[src/rtl/deq_pkg.sv]
// Types and constants used by the double-ended queue top module.
// No dependencies.
package deq_pkg;

  localparam int unsigned DataWidth = 32;
  localparam int unsigned OpWidth   = 3;
  localparam int unsigned StWidth   = 2;
  localparam int unsigned OccWidth  = 5;

  typedef enum logic [OpWidth-1:0] {
    OP_PUSH_BACK  = 3'd0,
    OP_PUSH_FRONT = 3'd1,
    OP_POP_FRONT  = 3'd2,
    OP_POP_BACK   = 3'd3,
    OP_LIST_FWD   = 3'd4,
    OP_LIST_REV   = 3'd5
  } op_e;

  typedef enum logic [StWidth-1:0] {
    ST_OK    = 2'd0,
    ST_EMPTY = 2'd1,
    ST_FULL  = 2'd2
  } status_e;

  typedef struct packed {
    logic [OpWidth-1:0]          operation;
    logic signed [DataWidth-1:0] value;
  } deq_req_t;

  typedef struct packed {
    logic signed [DataWidth-1:0] result_value;
    logic [StWidth-1:0]          status;
    logic                        last;
    logic [OccWidth-1:0]         occupancy;
  } deq_rsp_t;

endpackage

[src/rtl/deq_ram.sv]
// Generic single-write, single-read synchronous RAM with a registered read.
// No dependencies.
module deq_ram #(
  parameter int unsigned Width = 32,
  parameter int unsigned Depth = 16
) (
  input  logic                     clk_i,
  input  logic                     we_i,
  input  logic [$clog2(Depth)-1:0] waddr_i,
  input  logic [Width-1:0]         wdata_i,
  input  logic                     re_i,
  input  logic [$clog2(Depth)-1:0] raddr_i,
  output logic [Width-1:0]         rdata_o
);

  logic [Width-1:0] mem_q [Depth];

  always_ff @(posedge clk_i) begin
    if (we_i) begin
      mem_q[waddr_i] <= wdata_i;
    end
    if (re_i) begin
      rdata_o <= mem_q[raddr_i];
    end
  end

endmodule

[src/rtl/double_ended_queue_top.sv]
// Double-ended queue of signed words held in a ring RAM with a front index and a count.
// Pushes, pops and unknown operations can be issued back to back; each result appears
// in the cycle after the transfer; popped and listed words are the RAM's registered read.
// A list holds busy until its last read and emits one word per cycle, limited by the read
// port. Results cannot be stalled. Reset (rst_ni low, asynchronous) empties the queue.
// Depends on deq_pkg and deq_ram.
module double_ended_queue_top
  import deq_pkg::*;
#(
  parameter int unsigned CAPACITY = 16
) (
  input  logic     clk_i,
  input  logic     rst_ni,
  input  logic     start,
  input  deq_req_t req_i,
  output logic     busy,
  output logic     result_valid_o,
  output deq_rsp_t rsp_o
);

  localparam int unsigned IW = $clog2(CAPACITY);
  localparam int unsigned CW = $clog2(CAPACITY + 1);

  typedef enum logic [1:0] {
    FSM_IDLE = 2'b01,
    FSM_LIST = 2'b10
  } fsm_e;

  function automatic logic [IW-1:0] ring_pos(input logic [IW-1:0] base,
                                             input logic [CW-1:0] off);
    logic [CW:0] sum;
    sum = (CW+1)'(base) + (CW+1)'(off);
    if (sum >= (CW+1)'(CAPACITY)) begin
      sum = sum - (CW+1)'(CAPACITY);
    end
    return sum[IW-1:0];
  endfunction

  function automatic logic [IW-1:0] step_idx(input logic [IW-1:0] idx, input logic up);
    logic [IW-1:0] res;
    if (up) begin
      res = (idx == IW'(CAPACITY - 1)) ? '0 : idx + IW'(1);
    end else begin
      res = (idx == '0) ? IW'(CAPACITY - 1) : idx - IW'(1);
    end
    return res;
  endfunction

  fsm_e                state_q, state_d;
  logic [IW-1:0]       front_q, front_d;
  logic [CW-1:0]       count_q, count_d;
  logic [IW-1:0]       addr_q, addr_d;
  logic [CW-1:0]       left_q, left_d;
  logic                fwd_q, fwd_d;
  logic                valid_q, valid_d;
  logic                from_ram_q, from_ram_d;
  logic [StWidth-1:0]  status_q, status_d;
  logic                last_q, last_d;

  logic                accept;
  logic                is_empty, is_full;
  logic [IW-1:0]       back_idx;
  logic                we, re;
  logic [IW-1:0]       waddr, raddr;
  logic [DataWidth-1:0] rdata;

  assign busy     = (state_q == FSM_LIST);
  assign accept   = start && !busy;
  assign is_empty = (count_q == '0);
  assign is_full  = (count_q == CW'(CAPACITY));
  assign back_idx = ring_pos(front_q, count_q - CW'(1));

  always_comb begin
    state_d    = state_q;
    front_d    = front_q;
    count_d    = count_q;
    addr_d     = addr_q;
    left_d     = left_q;
    fwd_d      = fwd_q;
    valid_d    = 1'b0;
    from_ram_d = 1'b0;
    status_d   = ST_OK;
    last_d     = 1'b1;
    we         = 1'b0;
    waddr      = '0;
    re         = 1'b0;
    raddr      = addr_q;

    if (busy) begin
      // Walk the ring one entry per cycle; the word shows up in the next cycle.
      re         = 1'b1;
      valid_d    = 1'b1;
      from_ram_d = 1'b1;
      last_d     = (left_q == CW'(1));
      left_d     = left_q - CW'(1);
      addr_d     = step_idx(addr_q, fwd_q);
      if (left_q == CW'(1)) begin
        state_d = FSM_IDLE;
      end
    end else if (accept) begin
      valid_d = 1'b1;
      case (req_i.operation)
        OP_PUSH_BACK: begin
          if (is_full) begin
            status_d = ST_FULL;
          end else begin
            we      = 1'b1;
            waddr   = ring_pos(front_q, count_q);
            count_d = count_q + CW'(1);
          end
        end
        OP_PUSH_FRONT: begin
          if (is_full) begin
            status_d = ST_FULL;
          end else begin
            we      = 1'b1;
            waddr   = step_idx(front_q, 1'b0);
            front_d = step_idx(front_q, 1'b0);
            count_d = count_q + CW'(1);
          end
        end
        OP_POP_FRONT: begin
          if (is_empty) begin
            status_d = ST_EMPTY;
          end else begin
            re         = 1'b1;
            raddr      = front_q;
            from_ram_d = 1'b1;
            front_d    = step_idx(front_q, 1'b1);
            count_d    = count_q - CW'(1);
          end
        end
        OP_POP_BACK: begin
          if (is_empty) begin
            status_d = ST_EMPTY;
          end else begin
            re         = 1'b1;
            raddr      = back_idx;
            from_ram_d = 1'b1;
            count_d    = count_q - CW'(1);
          end
        end
        OP_LIST_FWD, OP_LIST_REV: begin
          if (is_empty) begin
            status_d = ST_EMPTY;
          end else begin
            fwd_d      = (req_i.operation == OP_LIST_FWD);
            re         = 1'b1;
            raddr      = fwd_d ? front_q : back_idx;
            from_ram_d = 1'b1;
            last_d     = (count_q == CW'(1));
            addr_d     = step_idx(raddr, fwd_d);
            left_d     = count_q - CW'(1);
            if (count_q != CW'(1)) begin
              state_d = FSM_LIST;
            end
          end
        end
        default: begin
          status_d = ST_OK;
        end
      endcase
    end
  end

  always_ff @(posedge clk_i or negedge rst_ni) begin
    if (!rst_ni) begin
      state_q    <= FSM_IDLE;
      front_q    <= '0;
      count_q    <= '0;
      addr_q     <= '0;
      left_q     <= '0;
      fwd_q      <= 1'b1;
      valid_q    <= 1'b0;
      from_ram_q <= 1'b0;
      status_q   <= ST_OK;
      last_q     <= 1'b0;
    end else begin
      state_q    <= state_d;
      front_q    <= front_d;
      count_q    <= count_d;
      addr_q     <= addr_d;
      left_q     <= left_d;
      fwd_q      <= fwd_d;
      valid_q    <= valid_d;
      from_ram_q <= from_ram_d;
      status_q   <= status_d;
      last_q     <= last_d;
    end
  end

  deq_ram #(
    .Width(DataWidth),
    .Depth(CAPACITY)
  ) u_ring (
    .clk_i  (clk_i),
    .we_i   (we),
    .waddr_i(waddr),
    .wdata_i(req_i.value),
    .re_i   (re),
    .raddr_i(raddr),
    .rdata_o(rdata)
  );

  // The count register already holds the occupancy after the operation being reported.
  assign result_valid_o     = valid_q;
  assign rsp_o.result_value = from_ram_q ? rdata : '0;
  assign rsp_o.status       = status_q;
  assign rsp_o.last         = last_q;
  assign rsp_o.occupancy    = OccWidth'(count_q);

  a_accept_gives_result: assert property (@(posedge clk_i) disable iff (!rst_ni)
    accept |=> result_valid_o)
    else $error("accepted item produced no result in the next cycle");

  a_list_streams: assert property (@(posedge clk_i) disable iff (!rst_ni)
    busy |=> result_valid_o && (from_ram_q == 1'b1))
    else $error("list walk skipped a word");

  a_not_last_only_in_list: assert property (@(posedge clk_i) disable iff (!rst_ni)
    (result_valid_o && !rsp_o.last) |-> busy)
    else $error("intermediate result outside a list walk");

  a_count_bounded: assert property (@(posedge clk_i) disable iff (!rst_ni)
    count_q <= CW'(CAPACITY))
    else $error("held count exceeds capacity");

endmodule
[config.mk]
export PLATFORM = sky130hd
export DESIGN_NAME = double_ended_queue_top
export DESIGN_NICKNAME = d
export VERILOG_FILES = /design/src/rtl/deq_pkg.sv /design/src/rtl/deq_ram.sv /design/src/rtl/double_ended_queue_top.sv
export SDC_FILE = /design/constraint.sdc
export NUM_CORES = 1
export LEC_CHECK = 0
export BUFFER_PORTS_ARGS = -buffer_cell sky130_fd_sc_hd__buf_2
export CAP_MARGIN = 0
export CORE_MARGIN = 5
export CORE_UTILIZATION = 55
export CTS_BUF_LIST = sky130_fd_sc_hd__clkbuf_4 sky130_fd_sc_hd__clkbuf_8 sky130_fd_sc_hd__clkbuf_16
export DETAILED_ROUTE_END_ITERATION = 7
export PLACE_DENSITY = 0.68
export SLEW_MARGIN = 20
export SYNTH_ARGS = -nofsm -noshare
export SYNTH_HDL_FRONTEND = slang
export SYNTH_SLANG_ARGS = --single-unit
[constraint.sdc]
create_clock -name clk_i -period 5.5 [get_ports clk_i]
set_input_delay 0.275 -clock clk_i [delete_from_list [all_inputs] [get_ports clk_i]]
set_output_delay 0.275 -clock clk_i [all_outputs]
set_load 0.05 [all_outputs]
==> results.md <==
Setup path:
- The worst setup path is captured at a register.
- STA puts the critical path data arrival time at about 4.6 ns.
- STA classifies the critical path startpoint as a register.
- The kind of critical path is reg -> reg.
- Along the worst path, the maximum fanout reaches 62.
- In this run the register-to-register setup slack is 1.20 ns.
- At the worst endpoint, the required time is 5.84 ns.

Logic synthesis:
- The number of distinct library cell variants in the gate-level netlist after synthesis is 57.
- For this run, the leading register cell type out of synthesis is sky130_fd_sc_hd__edfxtp_1.
- By area the synthesized netlist is led by sky130_fd_sc_hd__edfxtp_1, sky130_fd_sc_hd__mux2_2, sky130_fd_sc_hd__a222oi_1, sky130_fd_sc_hd__dfrtp_1, sky130_fd_sc_hd__a22oi_1.
- The number of register bits inferred by synthesis is 570.
- The synthesized design devotes to its leading area cell type 71.4% of total area.
- The async set-or-reset flop fraction in the synthesized netlist is 4.56%.
- Counting flops with a built-in enable in the synthesized netlist gives 544.
- Each instance of the synthesized netlist takes up on average approximately 16 um^2.
- The count of warnings emitted by yosys is 0.
- The post-synthesis instance total is around 1400.
- The netlist area before placement is 0.0229 mm^2.
- The post-synthesis sequential area ratio is roughly three quarters.
- The dominant cell type by area after synthesis is sky130_fd_sc_hd__edfxtp_1.
- The post-synth net total is around 1500.

Clock tree:
- The CTS tree is done.
- The root buffer cell is sky130_fd_sc_hd__clkbuf_16.
- The number of gates resized after CTS was 0.
- The number of setup buffers added after CTS is 0.
- The number of hold buffers added after CTS was 2.
- The number of clock buffers inserted by TritonCTS is 56.
- Clock tree synthesis found a total of 570 sinks.
- For the worst-skew pair, the clock arrives at the later sink with an insertion delay of approximately 0.61 ns.
- The H-tree depth is 2.
- The CTS clock-pin slew for the worst setup and hold paths is 0.06 ns.
- The largest buffer count on any clock path is 3.

GRT:
- The total global-route track usage is 23.1%.
- Entering global routing, the biggest net connects 63 pins.
- The number of antenna violations at the first check in global routing came to 3.
- The first global-routing pass estimated slightly above 80000 um of wire.
- For this run the aggregate overflow at the end of global routing stands at 0.
- The number of global-route vias before repair is 13000.

Status:
- The flow ran to the end, and the final reports show no timing, DRC or antenna violations.

Timing:
- Timing would allow up to about 230 MHz.
- For the pin with the worst max-slew slack, the measured transition is 0.963 ns.
- Setup repair after global routing left no endpoint under its margin.
- The number of pins with negative max-slew slack in the final report is 0.
- Once routing completed, OpenROAD measured the worst setup slack at 1.20 ns.
- The clock arrives with 0.0318 ns of skew.
- The setup violation total in the final timing report is 0.
- The worst pin sits at a relative slew slack of between 30% and 40%.
- The number of hold violations in the final report is 0.
- The final critical delay including setup and external delays is 4.30 ns.
- The tightest hold path in the finished design has a slack of 0.0475 ns.
- In the final timing run, aggregate negative setup slack is 0 ns.
- The final critical path takes up 78.1% of the cycle.

Hold path:
- The path class of the lowest-slack min-delay path is in -> reg.

Floorplanning:
- Pin placement for this block handled 80 I/O pins.
- In this run the vertical extent of the chip is 214 um.
- The total number of placement rows is 74.
- For this configuration, the core starts out at a cell density of 55.8%.
- The floorplan die width is approximately 210 um.
- The die footprint is 0.0458 mm^2.
- The core region is 0.0410 mm^2.

Final layout:
- The fill cell instance count of the final layout is 2922.
- The multi-input combinational cells in the finished layout cover a total of between 0.005 and 0.006 mm^2.
- The total area of sequential cells is 0.0170 mm^2.
- The layout overhead on the synthesized area is 13.3%.
- In the final layout, the share of cells above drive strength 1 is 23.8%.
- The utilization after layout is 63.2%.
- The number of nets in the layout is 1553.

Place:
- The detailed placement HPWL is slightly above 30000 um.
- At the placement stage, the worst setup path has a slack of about 1.2 ns.
- During placement, the flow inserted port buffers numbering 79.
- The global placement routability congestion is 0.805.

Route:
- The post-detailed-route count of antenna-violating nets is 0.
- The detailed-route wire length is 54100 um.
- After detailed routing, the number of remaining DRC violations is 0.
- The first routing iteration left roughly 1500 violations.
- The first detailed-routing pass ran for 8 iterations.
- The detailed-route wire length per cell is 26.1 um.
- The detail-routed via count per cell is 6.37.
- The routed layout has around 13000 vias.

Flow run:
- The number of max-cap violations is 0.

Power and ir drop:
- The design draws 14.8 mW.
- Dividing total power by cell area gives a power density of approximately 570 mW/mm^2.
- The maximum ir drop on the vdd rail is ~420 uV.
- The leakage power of the design is 8.80 nW.
[placed cells by master (no fill, tap or decap), drive strengths merged, types with 17 or more instances in the layout]
master / Yosys / final
edfxtp: 544 / 544
or3: 32 / 32
nor2: 38 / 38
clkbuf: 50 / 72
a222oi: 62 / 62
o21ai: 17 / 17
and2: 33 / 33
dfrtp: 24 / 24
mux2: 131 / 131
clkinv: 1 / 25
buf: 42 / 119
a21oi: 55 / 55
o22ai: 63 / 63
ha: 19 / 19
a22oi: 62 / 62
nand2: 103 / 103
[registers in the layout, indices dropped and copies added (netlist names), 2 cells and up]
| name | cells |
|---|---|
| addr_q | 4 |
| count_q | 5 |
| front_q | 4 |
| left_q | 5 |
| state_q | 2 |
| status_q | 2 |
| u_ring.mem_q | 512 |
| u_ring.rdata_o | 32 |
[worst paths after layout]
check,from,to,depth (start not counted)
max in group asynchronous,rst_ni,last_q,2
min in group asynchronous,rst_ni,front_q[2],2
setup / recovery,count_q[0],u_ring.rdata_o[16],10
hold reg to reg,state_q[0],state_q[0],2
setup reg to reg,count_q[0],u_ring.rdata_o[16],10
hold / removal,req_i[28],u_ring.mem_q[14][28],1
[cells by family after synthesis]
group           share of synthesized area (%)
compound gates                           9.19
xor+xnor                                0.957
fa+ha+maj                                1.21
buf+inv                                  2.15
flops                                    74.3
mux                                      6.96
simple gates                             5.26
[routing by layer]
layer	track usage, %	up-vias	wire length (um)
met5	0	-	13
met4	6.61	2	1320
met3	3.74	98	4070
met2	36.9	595	25900
met1	33.6	6705	22800
li1	-	5796	-
[cell type report]
type	instances	share of cell area [%]
sequential	570	65.5
multi-input combinational	729	21.4
clock buffer	72	6.06
timing repair buffer	121	3.03
tap	532	2.57
clock inverter	31	1.13
inverter	16	0.232
antenna	1	0.00965
[cell usage after synthesis (all sizes together) (7+ instances only)]
| master | instances |
|---|---|
| nand3 | 7 |
| nor2 | 38 |
| nand2 | 103 |
| o21ai | 17 |
| edfxtp | 544 |
| a222oi | 62 |
| or3 | 32 |
| dfrtp | 24 |
| clkbuf | 50 |
| ha | 19 |
| a22oi | 62 |
| xor2 | 12 |
| a21oi | 55 |
| and2 | 33 |
| buf | 42 |
| nor3 | 7 |
| inv | 15 |
| mux2i | 11 |
| xnor2 | 13 |
| o22ai | 63 |
| mux2 | 131 |
[through the flow]
| step | instances | cell area (um^2) |
|---|---|---|
| 2_1_floorplan | 1407 | 22900 |
| 3_3_place_gp | 1965 | 24000 |
| 3_5_place_dp | 1966 | 24000 |
| 4_1_cts | 2071 | 25900 |
| 5_1_grt | 2071 | 25900 |
| 6_report | 2072 | 25900 |
[report_power, final]
group	switching, mW	internal [mW]	leakage (nW)
logic	3.56	1.98	2.63
clock network	1.56	2.28	0.935
registers	0.221	5.16	5.23
[critical path, cell delays in order, from the launching register on]
cell and delay, ns:
sky130_fd_sc_hd__dfrtp_1 0.51, sky130_fd_sc_hd__inv_1 0.17, sky130_fd_sc_hd__ha_1 0.39, sky130_fd_sc_hd__fa_1 0.53
sky130_fd_sc_hd__mux2i_1 0.14, sky130_fd_sc_hd__mux2i_4 0.21, sky130_fd_sc_hd__buf_4 0.77, sky130_fd_sc_hd__mux2_2 0.42
sky130_fd_sc_hd__a222oi_1 0.36, sky130_fd_sc_hd__o22ai_1 0.13, sky130_fd_sc_hd__or3_1 0.36
(Power assumes the default switching activity.)
